## config.mk

```make
export PLATFORM = sky130hd
export DESIGN_NAME = tower_to_card_fanout_index
export DESIGN_NICKNAME = d
export VERILOG_FILES = /design/src/sv/tcf_pkg.sv /design/src/sv/tcf_cmp.sv /design/src/sv/tcf_emit.sv /design/src/sv/tower_to_card_fanout_index.sv
export VERILOG_INCLUDE_DIRS = /design/src /design/src/sv
export SDC_FILE = /design/constraint.sdc
export NUM_CORES = 1
export LEC_CHECK = 0
export BUFFER_PORTS_ARGS = -buffer_cell sky130_fd_sc_hd__buf_2
export CORE_MARGIN = 8
export CORE_UTILIZATION = 40
export CTS_CLUSTER_DIAMETER = 50
export DETAILED_ROUTE_END_ITERATION = 10
export PLACE_DENSITY_LB_ADDON = 0.1
export SYNTH_ARGS = -nofsm -noshare
export SYNTH_HDL_FRONTEND = slang
export SYNTH_HIERARCHICAL = 1
export SYNTH_SLANG_ARGS = --single-unit
```

## constraint.sdc

```tcl
create_clock -name clk -period 7 [get_ports clk]
set_input_delay 1.05 -clock clk [delete_from_list [all_inputs] [get_ports clk]]
set_output_delay 1.05 -clock clk [all_outputs]
set_load 0.02 [all_outputs]
```

## src/sv/tower_to_card_fanout_index_macros.svh

```systemverilog
// assertion helpers for the fan-out index block
`ifndef TOWER_TO_CARD_FANOUT_INDEX_MACROS_SVH
`define TOWER_TO_CARD_FANOUT_INDEX_MACROS_SVH

// same-cycle implication
`define TCF_ASSERT_NOW(lbl, ante, cons, msg) \
    lbl: assert property (@(posedge clk) disable iff (!rst_n) (ante) |-> (cons)) \
        else $error(msg);

// next-cycle implication
`define TCF_ASSERT_NEXT(lbl, ante, cons, msg) \
    lbl: assert property (@(posedge clk) disable iff (!rst_n) (ante) |=> (cons)) \
        else $error(msg);

`endif

```

## src/sv/tcf_pkg.sv

```systemverilog
package tcf_pkg;

    localparam int ETA_CARDS_MAX = 8;
    localparam int PHI_CARDS_MAX = 8;

    localparam int SLOT_W     = 7;
    localparam int BOUNDS_W   = 56;
    localparam int COUNT_W    = 4;
    localparam int CARD_W     = 3;
    localparam int INDEX_W    = 6;
    localparam int OPER_W     = 9;
    localparam int CFG_IDX_W  = 2;

    localparam int ETA_LOW    = -32;
    localparam int ETA_HIGH   = 32;
    localparam int PHI_TOWERS = 72;

    localparam logic [CFG_IDX_W-1:0] REG_ETA_BOUNDS = 2'd0;
    localparam logic [CFG_IDX_W-1:0] REG_PHI_BOUNDS = 2'd1;
    localparam logic [CFG_IDX_W-1:0] REG_ETA_COUNT  = 2'd2;
    localparam logic [CFG_IDX_W-1:0] REG_PHI_COUNT  = 2'd3;

    typedef struct packed {
        logic signed [SLOT_W-1:0] tower_eta;
        logic [SLOT_W-1:0]        tower_phi;
    } tcf_in_t;

    typedef struct packed {
        logic [INDEX_W-1:0] card_index;
        logic               last;
        logic               bad_input;
    } tcf_out_t;

    typedef struct packed {
        logic              bad;
        logic              eta_edge;
        logic              phi_edge;
        logic [CARD_W-1:0] ec;
        logic [CARD_W-1:0] ec_nb;
        logic [CARD_W-1:0] pc;
        logic [CARD_W-1:0] pc_nb;
    } tcf_job_t;

    typedef struct packed {
        logic ge;
        logic eq;
        logic eq_next;
    } tcf_cmp_t;

endpackage

```

## src/sv/tcf_cmp.sv

```systemverilog
module tcf_cmp (
    input  logic signed [tcf_pkg::OPER_W-1:0] coord,
    input  logic signed [tcf_pkg::OPER_W-1:0] bound,
    output tcf_pkg::tcf_cmp_t                 flags
);
    import tcf_pkg::*;

    logic signed [OPER_W-1:0] bound_inc;

    assign bound_inc     = bound + OPER_W'(1);
    assign flags.ge      = (bound >= coord);
    assign flags.eq      = (bound == coord);
    assign flags.eq_next = (coord == bound_inc);

endmodule

```

## src/sv/tcf_emit.sv

```systemverilog
module tcf_emit (
    input  logic                          clk,
    input  logic                          rst_n,
    input  logic                          start,
    input  tcf_pkg::tcf_job_t             job,
    input  logic [tcf_pkg::COUNT_W-1:0]   phi_cards,
    output logic                          out_valid,
    input  logic                          out_ready,
    output tcf_pkg::tcf_out_t             out_data
);
    import tcf_pkg::*;

    localparam logic [1:0] ENTRY_HOME = 2'd0;
    localparam logic [1:0] ENTRY_ETA  = 2'd1;
    localparam logic [1:0] ENTRY_PHI  = 2'd2;
    localparam logic [1:0] ENTRY_DIAG = 2'd3;
    localparam int         WIDE_W     = INDEX_W + 1;

    logic              valid_reg;
    logic              valid_next;
    logic [1:0]        entry_reg;
    logic [1:0]        entry_next;
    tcf_job_t          job_reg;
    tcf_out_t          data_reg;

    tcf_job_t          src_job;
    logic [1:0]        sel_entry;
    logic [1:0]        adv_entry;
    logic [CARD_W-1:0] ce;
    logic [CARD_W-1:0] cp;
    logic [WIDE_W-1:0] index_wide;
    logic              sel_last;
    tcf_out_t          built;
    logic              beat_done;

    assign beat_done = valid_reg && out_ready;

    // next present entry after the current one
    always_comb
    begin
        case (entry_reg)
            ENTRY_HOME: adv_entry = job_reg.eta_edge ? ENTRY_ETA : ENTRY_PHI;
            ENTRY_ETA:  adv_entry = ENTRY_PHI;
            default:    adv_entry = ENTRY_DIAG;
        endcase
    end

    assign src_job   = start ? job : job_reg;
    assign sel_entry = start ? ENTRY_HOME : adv_entry;

    always_comb
    begin
        ce = (sel_entry == ENTRY_ETA || sel_entry == ENTRY_DIAG) ? src_job.ec_nb : src_job.ec;
        cp = (sel_entry == ENTRY_PHI || sel_entry == ENTRY_DIAG) ? src_job.pc_nb : src_job.pc;
        case (sel_entry)
            ENTRY_HOME: sel_last = !(src_job.eta_edge || src_job.phi_edge);
            ENTRY_ETA:  sel_last = !src_job.phi_edge;
            ENTRY_PHI:  sel_last = !src_job.eta_edge;
            default:    sel_last = 1'b1;
        endcase
    end

    assign index_wide = WIDE_W'(ce) * WIDE_W'(phi_cards) + WIDE_W'(cp);

    always_comb
    begin
        if (src_job.bad)
        begin
            built.card_index = '0;
            built.last       = 1'b1;
            built.bad_input  = 1'b1;
        end
        else
        begin
            built.card_index = index_wide[INDEX_W-1:0];
            built.last       = sel_last;
            built.bad_input  = 1'b0;
        end
    end

    always_comb
    begin
        valid_next = valid_reg;
        entry_next = entry_reg;
        if (start)
        begin
            valid_next = 1'b1;
            entry_next = ENTRY_HOME;
        end
        else if (beat_done)
        begin
            if (data_reg.last)
            begin
                valid_next = 1'b0;
            end
            else
            begin
                entry_next = adv_entry;
            end
        end
    end

    always_ff @(posedge clk or negedge rst_n)
    begin
        if (!rst_n)
        begin
            valid_reg <= 1'b0;
            entry_reg <= ENTRY_HOME;
        end
        else
        begin
            valid_reg <= valid_next;
            entry_reg <= entry_next;
        end
    end

    always_ff @(posedge clk)
    begin
        if (start)
        begin
            job_reg  <= job;
            data_reg <= built;
        end
        else if (beat_done && !data_reg.last)
        begin
            data_reg <= built;
        end
    end

    assign out_valid = valid_reg;
    assign out_data  = data_reg;

endmodule

```

## src/sv/tower_to_card_fanout_index.sv

```systemverilog
// Places one calorimeter tower (eta, phi) on its home card and lists the
// neighbour cards that share its edge: home first, then the eta neighbour,
// the phi neighbour and the diagonal, one beat each, last set on the final
// beat. A bad coordinate, or an eta above every used eta bound, gives a
// single beat with bad_input set and card_index 0. A sequencer walks the
// bound slots one per cycle through a single shared compare unit, so a
// tower occupies the input side for one step per eta slot searched, one
// per phi slot searched, and one for each edge test, and longer while
// beats of the previous tower still wait on the output.
// An invalid coordinate skips the search. The 1 to 4 result beats leave from
// an output register while the next tower is already being searched.
// Configuration writes are taken at any time and must be made while idle.
`include "tower_to_card_fanout_index_macros.svh"

module tower_to_card_fanout_index #(
    parameter int MAX_ETA_CARDS = tcf_pkg::ETA_CARDS_MAX,
    parameter int MAX_PHI_CARDS = tcf_pkg::PHI_CARDS_MAX
) (
    input  logic                            clk,
    input  logic                            rst_n,
    input  logic                            in_valid,
    output logic                            in_ready,
    input  tcf_pkg::tcf_in_t                in_data,
    output logic                            out_valid,
    input  logic                            out_ready,
    output tcf_pkg::tcf_out_t               out_data,
    input  logic                            cfg_valid,
    output logic                            cfg_ready,
    input  logic [tcf_pkg::CFG_IDX_W-1:0]   cfg_index,
    input  logic [tcf_pkg::BOUNDS_W-1:0]    cfg_data
);
    import tcf_pkg::*;

    localparam logic [3:0] S_IDLE  = 4'd0;
    localparam logic [3:0] S_ETA   = 4'd1;
    localparam logic [3:0] S_PLAST = 4'd2;
    localparam logic [3:0] S_PHI   = 4'd3;
    localparam logic [3:0] S_EUP   = 4'd4;
    localparam logic [3:0] S_ELO   = 4'd5;
    localparam logic [3:0] S_PUP   = 4'd6;
    localparam logic [3:0] S_PLO   = 4'd7;
    localparam logic [3:0] S_PWRAP = 4'd8;
    localparam logic [3:0] S_WAIT  = 4'd9;

    logic [BOUNDS_W-1:0]      eta_bounds_reg;
    logic [BOUNDS_W-1:0]      phi_bounds_reg;
    logic [COUNT_W-1:0]       eta_count_reg;
    logic [COUNT_W-1:0]       phi_count_reg;

    logic [3:0]               state_reg;
    logic [3:0]               state_next;
    logic [CARD_W-1:0]        idx_reg;
    logic [CARD_W-1:0]        idx_next;
    logic signed [SLOT_W-1:0] eta_reg;
    logic signed [SLOT_W-1:0] eta_next;
    logic [SLOT_W-1:0]        phi_reg;
    logic [SLOT_W-1:0]        phi_next;
    logic [SLOT_W-1:0]        plast_reg;
    logic [SLOT_W-1:0]        plast_next;
    tcf_job_t                 job_reg;
    tcf_job_t                 job_next;

    logic [COUNT_W-1:0]       ne;
    logic [COUNT_W-1:0]       np;
    logic [CARD_W-1:0]        ne_last;
    logic [CARD_W-1:0]        np_last;
    logic [SLOT_W-1:0]        eta_slot;
    logic [SLOT_W-1:0]        phi_slot;
    logic [SLOT_W-1:0]        plast_mod;
    logic                     eta_phase;
    logic signed [OPER_W-1:0] cmp_coord;
    logic signed [OPER_W-1:0] cmp_bound;
    tcf_cmp_t                 cmp;
    logic                     in_beat;
    logic                     in_bad;
    logic                     emit_start;
    logic [COUNT_W-1:0]       pc_inc;

    // config registers
    assign cfg_ready = 1'b1;

    always_ff @(posedge clk or negedge rst_n)
    begin
        if (!rst_n)
        begin
            eta_bounds_reg <= BOUNDS_W'(ETA_HIGH);
            phi_bounds_reg <= BOUNDS_W'(PHI_TOWERS);
            eta_count_reg  <= COUNT_W'(1);
            phi_count_reg  <= COUNT_W'(1);
        end
        else if (cfg_valid && cfg_ready)
        begin
            unique case (cfg_index)
                REG_ETA_BOUNDS: eta_bounds_reg <= cfg_data;
                REG_PHI_BOUNDS: phi_bounds_reg <= cfg_data;
                REG_ETA_COUNT:  eta_count_reg  <= cfg_data[COUNT_W-1:0];
                REG_PHI_COUNT:  phi_count_reg  <= cfg_data[COUNT_W-1:0];
                default:        eta_count_reg  <= eta_count_reg;
            endcase
        end
    end

    // used card counts
    assign ne = (eta_count_reg == '0) ? COUNT_W'(1) :
                (eta_count_reg > COUNT_W'(MAX_ETA_CARDS)) ? COUNT_W'(MAX_ETA_CARDS) :
                eta_count_reg;
    assign np = (phi_count_reg == '0) ? COUNT_W'(1) :
                (phi_count_reg > COUNT_W'(MAX_PHI_CARDS)) ? COUNT_W'(MAX_PHI_CARDS) :
                phi_count_reg;
    assign ne_last = CARD_W'(ne - COUNT_W'(1));
    assign np_last = CARD_W'(np - COUNT_W'(1));

    // shared compare operands
    assign eta_slot  = eta_bounds_reg[SLOT_W*idx_reg +: SLOT_W];
    assign phi_slot  = phi_bounds_reg[SLOT_W*idx_reg +: SLOT_W];
    assign plast_mod = (plast_reg >= SLOT_W'(PHI_TOWERS)) ? plast_reg - SLOT_W'(PHI_TOWERS)
                                                         : plast_reg;
    assign eta_phase = (state_reg == S_ETA) || (state_reg == S_EUP) || (state_reg == S_ELO);

    always_comb
    begin
        if (eta_phase)
        begin
            cmp_coord = OPER_W'(eta_reg);
            cmp_bound = OPER_W'($signed(eta_slot));
        end
        else if (state_reg == S_PWRAP)
        begin
            cmp_coord = $signed(OPER_W'(phi_reg));
            cmp_bound = $signed(OPER_W'(plast_mod));
        end
        else
        begin
            cmp_coord = $signed(OPER_W'(phi_reg));
            cmp_bound = $signed(OPER_W'(phi_slot));
        end
    end

    tcf_cmp u_cmp (
        .coord (cmp_coord),
        .bound (cmp_bound),
        .flags (cmp)
    );

    assign in_ready   = (state_reg == S_IDLE);
    assign in_beat    = in_valid && in_ready;
    assign in_bad     = (in_data.tower_eta < ETA_LOW) || (in_data.tower_eta > ETA_HIGH) ||
                        (in_data.tower_eta == '0) || (in_data.tower_phi == '0) ||
                        (in_data.tower_phi > SLOT_W'(PHI_TOWERS));
    assign emit_start = (state_reg == S_WAIT) && !out_valid;
    assign pc_inc     = COUNT_W'(job_reg.pc) + COUNT_W'(1);

    // search sequencer
    always_comb
    begin
        state_next = state_reg;
        idx_next   = idx_reg;
        eta_next   = eta_reg;
        phi_next   = phi_reg;
        plast_next = plast_reg;
        job_next   = job_reg;
        unique case (state_reg)
            S_IDLE:
            begin
                if (in_beat)
                begin
                    eta_next = in_data.tower_eta;
                    phi_next = in_data.tower_phi;
                    job_next = '0;
                    idx_next = '0;
                    if (in_bad)
                    begin
                        job_next.bad = 1'b1;
                        state_next   = S_WAIT;
                    end
                    else
                    begin
                        state_next = S_ETA;
                    end
                end
            end
            S_ETA:
            begin
                if (cmp.ge)
                begin
                    job_next.ec = idx_reg;
                    idx_next    = np_last;
                    state_next  = S_PLAST;
                end
                else if (idx_reg == ne_last)
                begin
                    job_next.bad = 1'b1;
                    state_next   = S_WAIT;
                end
                else
                begin
                    idx_next = idx_reg + CARD_W'(1);
                end
            end
            S_PLAST:
            begin
                plast_next = phi_slot;
                if (cmp.ge)
                begin
                    idx_next   = '0;
                    state_next = S_PHI;
                end
                else
                begin
                    job_next.pc = '0;
                    idx_next    = job_reg.ec;
                    state_next  = S_EUP;
                end
            end
            S_PHI:
            begin
                if (cmp.ge || idx_reg == np_last)
                begin
                    job_next.pc = cmp.ge ? idx_reg : '0;
                    idx_next    = job_reg.ec;
                    state_next  = S_EUP;
                end
                else
                begin
                    idx_next = idx_reg + CARD_W'(1);
                end
            end
            S_EUP:
            begin
                if (job_reg.ec != ne_last && cmp.eq)
                begin
                    job_next.eta_edge = 1'b1;
                    job_next.ec_nb    = job_reg.ec + CARD_W'(1);
                    idx_next          = job_reg.pc;
                    state_next        = S_PUP;
                end
                else if (job_reg.ec != '0)
                begin
                    idx_next   = job_reg.ec - CARD_W'(1);
                    state_next = S_ELO;
                end
                else
                begin
                    idx_next   = job_reg.pc;
                    state_next = S_PUP;
                end
            end
            S_ELO:
            begin
                // eta 1 just above a bound of -1 sits on the edge too
                if (cmp.eq_next || (eta_reg == SLOT_W'(1) && eta_slot == '1))
                begin
                    job_next.eta_edge = 1'b1;
                    job_next.ec_nb    = job_reg.ec - CARD_W'(1);
                end
                idx_next   = job_reg.pc;
                state_next = S_PUP;
            end
            S_PUP:
            begin
                if (cmp.eq)
                begin
                    job_next.phi_edge = 1'b1;
                    job_next.pc_nb    = (pc_inc == np) ? '0 : pc_inc[CARD_W-1:0];
                    state_next        = S_WAIT;
                end
                else if (job_reg.pc != '0)
                begin
                    idx_next   = job_reg.pc - CARD_W'(1);
                    state_next = S_PLO;
                end
                else
                begin
                    state_next = S_PWRAP;
                end
            end
            S_PLO:
            begin
                if (cmp.eq_next)
                begin
                    job_next.phi_edge = 1'b1;
                    job_next.pc_nb    = idx_reg;
                end
                state_next = S_WAIT;
            end
            S_PWRAP:
            begin
                // wrap from row 0 back to the last row
                if (cmp.eq_next && np > COUNT_W'(1))
                begin
                    job_next.phi_edge = 1'b1;
                    job_next.pc_nb    = np_last;
                end
                state_next = S_WAIT;
            end
            S_WAIT:
            begin
                if (emit_start)
                begin
                    state_next = S_IDLE;
                end
            end
            default:
            begin
                state_next = S_IDLE;
            end
        endcase
    end

    always_ff @(posedge clk or negedge rst_n)
    begin
        if (!rst_n)
        begin
            state_reg <= S_IDLE;
        end
        else
        begin
            state_reg <= state_next;
        end
    end

    always_ff @(posedge clk)
    begin
        idx_reg   <= idx_next;
        eta_reg   <= eta_next;
        phi_reg   <= phi_next;
        plast_reg <= plast_next;
        job_reg   <= job_next;
    end

    tcf_emit u_emit (
        .clk       (clk),
        .rst_n     (rst_n),
        .start     (emit_start),
        .job       (job_reg),
        .phi_cards (np),
        .out_valid (out_valid),
        .out_ready (out_ready),
        .out_data  (out_data)
    );

    `TCF_ASSERT_NOW(a_start_free, emit_start, !out_valid, "emit started while beat pending")
    `TCF_ASSERT_NEXT(a_busy_after_in, in_valid && in_ready, !in_ready, "ready held after accept")
    `TCF_ASSERT_NOW(a_bad_single, out_valid && out_data.bad_input,
        out_data.last && out_data.card_index == '0, "bad beat not single zero beat")
    `TCF_ASSERT_NOW(a_eta_nb_differs, emit_start && job_reg.eta_edge && !job_reg.bad,
        job_reg.ec_nb != job_reg.ec, "eta neighbour equals home column")

endmodule
```

==> run metrics, run 1 <==
insertion delay of the later-clocked pin in the worst-skew pair=~0.44 ns; cell taking the most area after synthesis=sky130_fd_sc_hd__dfrtp_1; Yosys reg bits=around 190; pre-CTS worst setup slack=1.29 ns; I/O Buffers=86; Final nets=1003; total core area=between 20000 and 30000 um^2; most repeated cell in the gate-level netlist after synthesis=sky130_fd_sc_hd__mux2_2; via count of the first global-routing pass=7217; die width=177 um; arrival time at the worst endpoint=approximately 6 ns; count of yosys warnings during synthesis=6; total DRC errors in the routed layout=0; fraction of layout instances using a drive strength above 1=35.8%; compound-gate portion of the synthesized area=roughly 7.6%; clk slew on worst S/H paths=~0.080 ns; number of top-level design ports=88; CP cell instances=nor3_1 -> nand2_1 -> nand2_1 -> o22ai_1 -> a21oi_1 -> ha_1 -> nand4_1 -> a21oi_1 -> a211o_1 -> a31oi_1 -> a311oi_1 -> inv_2 -> o21ai_0 -> nor2_1 -> and3_1 -> a221oi_1 -> o2111ai_1; maximum number of pins on one net before global-route repair=81; maximum capacitance violations=0; sequential cell area fraction in the yosys report=between 40% and 50%; Post-Syn Nets=around 930; R2R Path End=idx_reg[0]; first-iteration detailed-routing DRC count=approximately 480; vias per cell=roughly 5.5; Critical Path Slowest Stage Cell=sky130_fd_sc_hd__a311oi_1; detailed-route wire length=roughly 26000 um; CTS tree=done; FF/Latch Area=4900 um^2; CTS Root Buffer Type=sky130_fd_sc_hd__clkbuf_16; count of flip-flops with a built-in enable after synthesis=47; count of mapped cells out of synthesis=818; crit path from=state_reg[0]; transition time of the tightest slew-check pin=between 1 and 1.5 ns; commonest cells in the synthesized netlist=sky130_fd_sc_hd__mux2_2 (152), sky130_fd_sc_hd__dfrtp_1 (122), sky130_fd_sc_hd__edfxtp_1 (47); total grt overflow=0; gp weighted congestion=0.857; cell types occupying the most area after synthesis=sky130_fd_sc_hd__dfrtp_1 (30%), sky130_fd_sc_hd__mux2_2 (17%), sky130_fd_sc_hd__edfxtp_1 (14%); setup clock skew after layout=between 0.015 and 0.02 ns; count of instances resized after the clock tree is built=0; total via count after detailed routing=6800; startpoint of the tightest hold check path=job_reg[1]; total number of placement rows=59; die footprint=between 30000 and 40000 um^2; Pwr Density=between 400 and 500 nW/um^2; total leakage power=around 4.9 nW; Max Transition Viols Final=0; hold buffers post-CTS=0; HPWL reported at the end of detailed placement=about 19000 um; Highest Clock Rate=~170 MHz; TritonRoute pass-1 iters=5; kind of critical path=flip-flop to flip-flop; number of stages on the worst hold path=1; post-layout min period=around 5.9 ns; ANT cells=0; global-route wire length before repair=slightly above 40000 um; Total Routing Usage GR=16.9%; multi-input combinational cell area=slightly above 5000 um^2; met2 Track Usage GR=between 20 and 30%; CP peak stage delay=slightly below 0.9 ns; worst-case setup margin in the final layout=between 1 and 1.5 ns; Setup crit end kind=flip-flop; Synth Area in XOR/XNOR=2.69%; Worst Setup Start Kind=flip-flop; worst-case register-to-register setup slack=between 1 and 1.5 ns; Yosys top cell area share=about 30%; result of the run=completed; setup repair after global routing missed its margin=false; required time of the worst setup path=~7.2 ns; routed wirelength normalized by instance count=20.6 um; CP max FO=19; worst min path class=flip-flop to flip-flop; height of the die=between 150 and 200 um; end point of the worst hold path=u_emit/job_reg[1]; grt met1 use=22.0%; fraction of the mapped netlist area in simple logic gates=9.44%; Sinks on Clock Net=around 190; most frequently used flop master after synthesis=sky130_fd_sc_hd__dfrtp_1; Area Overhead vs Synth=13.0%; number of cells on the worst reg-to-reg path=17; post-route ant nets=0; gr busiest metal=met2; Avg Synthesized Cell Area=12.6 um^2; antenna violations before repair=1; slew margin rel.=~28%; Netlist Area Pre-Place=10300 um^2; setup total negative slack=0 ns; final total power=5.35 mW; met3 global-route usage=3.24%; final-report setup violation count=0; adder-cell share of the synthesized area=roughly 4.4%; maximum buffer depth of the clock tree=2; largest family of logic cells by synthesized area=multiplexers; fill cell count=2385; final hold violations=0; effective utilization at floorplan=around 40%; critical register-to-register path startpoint=state_reg[0]; share of the clock period used by the worst path after layout=between 80% and 90%; IR Drop Worst-Case VDD=roughly 0.00016 V; Unique masters post-synth=84; Num CTS Buffers=17; post-CTS setup-driven buffer insertion count=0; portion of netlist area occupied by mux cells=between 20% and 30%; Post-synth ARST share=approximately two thirds; CTS HTree Levels=4
==> worst max-delay path by stage <==
| stage | endpoint | slack [ns] |
|---|---|---|
| 2_1_floorplan | u_emit/out_data[7] | 2.17 |
| 3_3_place_gp | idx_reg[0] | 1.64 |
| 3_5_place_dp | idx_reg[0] | 1.29 |
| 4_1_cts | idx_reg[0] | 1.24 |
| 5_1_grt | idx_reg[0] | 0.61 |
| 6_report | idx_reg[0] | 1.13 |
==> final cells by class <==
| type | count | area share [%] |
|---|---|---|
| tap | 335 | 3.59 |
| clock inverter | 15 | 1.72 |
| multi-input combinational | 549 | 43.4 |
| inverter | 38 | 1.22 |
| sequential | 189 | 41.9 |
| clock buffer | 17 | 3.64 |
| timing repair buffer | 97 | 4.52 |
==> routing by layer <==
layer  share of wire, %  wire, um  vias up
met2                 50     12700      142
met3                3.5       903       17
met5              0.051        13        -
li1                   -         -     3171
met4                1.3       335        2
met1                 45     11600     3468
==> cell usage in the layout, fill, tap and decap left out, drive strengths merged, types with 5 or more instances in the layout <==
cell type	Yosys	final
inv	38	47
mux2	157	157
nor3	16	16
clkinv	0	5
and3	6	6
nand4	7	7
dfstp	5	5
a21oi	23	23
o221ai	6	6
nor2	33	33
o21ai	22	22
a31oi	6	6
and2	21	21
edfxtp	47	47
mux4	28	28
dfrtp	122	122
clkbuf	12	17
a211oi	6	6
ha	30	30
nand3	10	10
nand2b	9	9
nor2b	15	15
nand2	40	40
xor2	6	6
dfxtp	15	15
xnor2	21	21
mux2i	9	9
o211ai	6	6
buf	30	97
a21o	9	9
==> per-stage QoR <==
| step | area (um^2) | instances | utilization (%) | hold WS (ns) |
|---|---|---|---|---|
| floorplan | 10300 | 818 | - | 0.446 |
| global placement | 11100 | 1208 | 43.0 | 0.462 |
| detailed placement | 11100 | 1208 | 43.0 | 0.464 |
| CTS | 11700 | 1240 | 45.5 | 0.484 |
| global route | 11700 | 1240 | 45.5 | 0.497 |
| finish | 11700 | 1240 | 45.5 | 0.480 |
==> where the power goes <==
part | leakage [nW] | total, mW | switching, mW | internal [mW]
sequential | 2.07 | 1.70 | 0.234 | 1.47
combinational | 2.49 | 2.63 | 1.45 | 1.18
clock | 0.300 | 1.02 | 0.517 | 0.499
==> kinds of logic (layout without fill, tap and decap cells) <==
group / Yosys count / count (layout)
DFF: 189 / 189
xor gates and xnor gates: 28 / 28
AOI/OAI and AO/OA: 110 / 110
and+or+nand+nor: 182 / 182
adders and majority gates: 34 / 34
muxes: 194 / 194
buffers and inverters: 80 / 167
other: 1 / 1
==> worst max-delay path: cells and delay by family (launching register included) <==
| family | cells | cell delay (ns) |
|---|---|---|
| buffers and inverters | 1 | 0.22 |
| flip-flops | 1 | 0.64 |
| AO/OA/AOI/OAI | 9 | 2.83 |
| AND/OR/NAND/NOR | 6 | 1.66 |
| adder cells (fa/ha/maj) | 1 | 0.25 |
Note: power is estimated with default switching activity, not from simulation.
==> run 2: changes to the inputs <==
- ABC_AREA: default -> 1
- clock period: 7 -> 6 ns (I/O delays scaled with it)
==> run 2 against run 1 <==
  * Setup slack improved by 0.43 ns
  * Highest routed layer is now met4
  * Sequential cell count unchanged
  * Power increased by 17%
  * Sequential share of layout area decreased by 0.32 points
  * Die area increased by 1.8%
  * Combinational power increased by 22%
  * Critical endpoint is now u_emit/out_data[7]
==> run metrics, run 2 <==
count of yosys warnings during synthesis=6; total via count after detailed routing=about 9000; antenna violations before repair=0; total placed instance area=~11000 um^2; Sinks on Clock Net=189; total number of placement rows=59; final-report setup violation count=0; sequential cell area fraction in the yosys report=between 40% and 50%; post-CTS setup-driven buffer insertion count=0; count of mapped cells out of synthesis=about 1400; largest family of logic cells by synthesized area=simple AND/OR/NAND/NOR gates; maximum capacitance violations=0; utilization after layout=between 40% and 50%; commonest cells in the synthesized netlist=sky130_fd_sc_hd__nand2_1 (380), sky130_fd_sc_hd__o21ai_0 (191), sky130_fd_sc_hd__inv_1 (160); detailed-route wire length=between 20000 and 30000 um; slew margin rel.=about a third; post-route ant nets=0; Post-Syn Nets=between 1000 and 1500; Synth Area in XOR/XNOR=1.25%; via count of the first global-routing pass=roughly 8800; insertion delay of the later-clocked pin in the worst-skew pair=about 0.44 ns; Unique masters post-synth=50; setup total negative slack=0 ns; arrival time at the worst endpoint=approximately 4.6 ns; share of the clock period used by the worst path after layout=approximately three quarters; most repeated cell in the gate-level netlist after synthesis=sky130_fd_sc_hd__nand2_1; ANT cells=0; maximum number of pins on one net before global-route repair=113; commonest non-fill, non-tap cell in the layout=sky130_fd_sc_hd__nand2_1; transition time of the tightest slew-check pin=a little over 1 ns; number of cells after detailed placement=between 1500 and 2000; total leakage power=~5.9 nW; CP peak stage delay=0.65 ns; fraction of layout instances using a drive strength above 1=12.5%; cell taking the most area after synthesis=sky130_fd_sc_hd__dfrtp_1; final hold violations=0; fill cell count=2705; Final nets=around 1600; compound-gate portion of the synthesized area=13.1%; Highest Clock Rate=around 230 MHz; Area Overhead vs Synth=11.6%; total DRC errors in the routed layout=0; most used cell along the critical path=sky130_fd_sc_hd__nand2_1; CP cell instances=inv_2 -> nand2_2 -> nor4_2 -> inv_4 -> nand2_2 -> nand3_1 -> o21ai_1 -> nor2_1 -> fa_1 -> inv_1 -> fa_1 -> inv_1 -> fa_1 -> nand3_1 -> nand2_1 -> nand2_1 -> nand2_1 -> inv_1 -> nand2_1 -> nand2_1 -> nor2_1; TritonRoute pass-1 iters=5; cell area after layout=11800 um^2; Max Transition Viols Final=0; CTS HTree Levels=4; Post-synth ARST share=about two thirds; portion of netlist area occupied by mux cells=0%; Setup crit end kind=flip-flop; Pwr Density=around 530 nW/um^2; Total Routing Usage GR=a little under a fifth; Avg Synthesized Cell Area=approximately 7.6 um^2; leading cell types in the layout, fill and taps excluded=sky130_fd_sc_hd__nand2_1 (380), sky130_fd_sc_hd__o21ai_0 (191), sky130_fd_sc_hd__inv_1 (160); fraction of the mapped netlist area in simple logic gates=25.8%; vias per cell=5.01; kind of critical path=flip-flop to flip-flop; total core area=~26000 um^2; post-layout min period=between 4 and 5 ns; Worst Setup Start Kind=flip-flop; die width=178 um; maximum buffer depth of the clock tree=2; effective utilization at floorplan=between 40% and 50%; required time of the worst setup path=around 6.2 ns; height of the die=178 um; Num CTS Buffers=17; I/O Buffers=86; die footprint=roughly 32000 um^2; CTS Root Buffer Type=sky130_fd_sc_hd__clkbuf_16; cell types occupying the most area after synthesis=sky130_fd_sc_hd__dfrtp_1 (29%), sky130_fd_sc_hd__nand2_1 (14%), sky130_fd_sc_hd__edfxtp_1 (13%); CTS tree=done; number of top-level design ports=just under 90; worst min path class=flip-flop to flip-flop; setup clock skew after layout=about 0.018 ns; CP max FO=19; global-route wire length before repair=roughly 46000 um; Yosys reg bits=between 150 and 200; post-route insts no fill=1787; Yosys top cell area share=between 20 and 30%; count of instances resized after the clock tree is built=0; hold buffers post-CTS=0; setup repair after global routing missed its margin=false; adder-cell share of the synthesized area=between 4 and 5%; clk slew on worst S/H paths=roughly 0.080 ns; result of the run=completed; first-iteration detailed-routing DRC count=543; Critical Path Slowest Stage Cell=sky130_fd_sc_hd__nor4_2; most frequently used flop master after synthesis=sky130_fd_sc_hd__dfrtp_1; combined buffer and inverter count along the critical path=5; total grt overflow=0; routed wirelength normalized by instance count=roughly 16 um; Post-Route Hold Slack=approximately 0.45 ns; Netlist Area Pre-Place=about 11000 um^2; IR Drop Worst-Case VDD=approximately 0.00028 V; count of flip-flops with a built-in enable after synthesis=47; Crit path max-delay family=simple AND/OR/NAND/NOR gates; HPWL reported at the end of detailed placement=20400 um; gp weighted congestion=0.900
## run 2: changes by cell type after synthesis, sizes merged, moves of 10 or more
cell / before / now
a21oi: 23 / 13
o21ai: 22 / 212
nand3: 10 / 74
mux4: 28 / 0
nor2: 33 / 171
mux2: 157 / 0
nor2b: 15 / 0
xnor2: 21 / 7
and2: 21 / 0
nand2: 40 / 387
inv: 38 / 171
o22ai: 4 / 16
## run 2: kinds of logic after synthesis
logic type / after synthesis
AO/OA/AOI/OAI: 259
XOR/XNOR: 15
adder cells (fa/ha/maj): 34
buffers and inverters: 226
flip-flops: 189
other: 1
AND/OR/NAND/NOR: 657
## run 2: path summary, 6_finish.rpt
path | start | end | slack [ns] | depth (start not counted)
max in group asynchronous | rst_n | eta_bounds_reg[54] | 4.26 | 2
setup / recovery | state_reg[1] | u_emit/out_data[7] | 1.56 | 21
hold reg to reg | u_emit/job_reg[10] | u_emit/job_reg[10] | 0.45 | 2
hold / removal | u_emit/job_reg[10] | u_emit/job_reg[10] | 0.45 | 2
setup reg to reg | state_reg[1] | u_emit/out_data[7] | 1.56 | 21
min in group asynchronous | rst_n | u_emit/entry_reg[1] | 0.50 | 1
## run 2: report_power, final
group          internal, mW  total (mW)  switching (mW)
logic                  1.04        3.21            2.18
clock network         0.567        1.15           0.587
registers              1.69        1.90           0.210
total                  3.30        6.27            2.97
## run 2: area by class of cell
type	count	area [um^2]	share of cell area [%]
Tap cell	335	419	3.56
Inverter	172	653	5.55
Timing Repair Buffer	93	485	4.12
Sequential cell	189	4900	41.6
Clock buffer	18	429	3.65
Multi-Input combinational cell	966	4720	40.1
Clock inverter	14	166	1.41
## run 2: worst reg2reg max path, stage by stage (launching register included)
cell,delay [ns]
sky130_fd_sc_hd__dfrtp_1,0.47
sky130_fd_sc_hd__inv_2,0.10
sky130_fd_sc_hd__nand2_2,0.10
sky130_fd_sc_hd__nor4_2,0.65
sky130_fd_sc_hd__inv_4,0.22
sky130_fd_sc_hd__nand2_2,0.19
sky130_fd_sc_hd__nand3_1,0.08
sky130_fd_sc_hd__o21ai_1,0.18
sky130_fd_sc_hd__nor2_1,0.11
sky130_fd_sc_hd__fa_1,0.52
sky130_fd_sc_hd__inv_1,0.06
sky130_fd_sc_hd__fa_1,0.53
sky130_fd_sc_hd__inv_1,0.07
sky130_fd_sc_hd__fa_1,0.46
sky130_fd_sc_hd__nand3_1,0.12
sky130_fd_sc_hd__nand2_1,0.06
sky130_fd_sc_hd__nand2_1,0.06
sky130_fd_sc_hd__nand2_1,0.04
sky130_fd_sc_hd__inv_1,0.07
sky130_fd_sc_hd__nand2_1,0.05
sky130_fd_sc_hd__nand2_1,0.05
sky130_fd_sc_hd__nor2_1,0.04
## run 2: layer usage
| layer | GRT usage (%) | vias to the layer above | wire length (um) |
|---|---|---|---|
| li1 | - | 4549 | - |
| met1 | 25.0 | 4204 | 13600 |
| met2 | 29.4 | 176 | 13300 |
| met3 | 2.90 | 30 | 1110 |
| met4 | 5.55 | 0 | 472 |
| met5 | 0 | - | 0 |
## run 2: per-stage QoR
| stage | setup WS [ns] | total power, mW |
|---|---|---|
| floorplan | 2.28 | 4.33 |
| global placement | 1.62 | 5.12 |
| detailed placement | 1.55 | 5.13 |
| CTS | 1.54 | 6.31 |
| global route | 1.20 | 6.87 |
| finish | 1.56 | 6.27 |
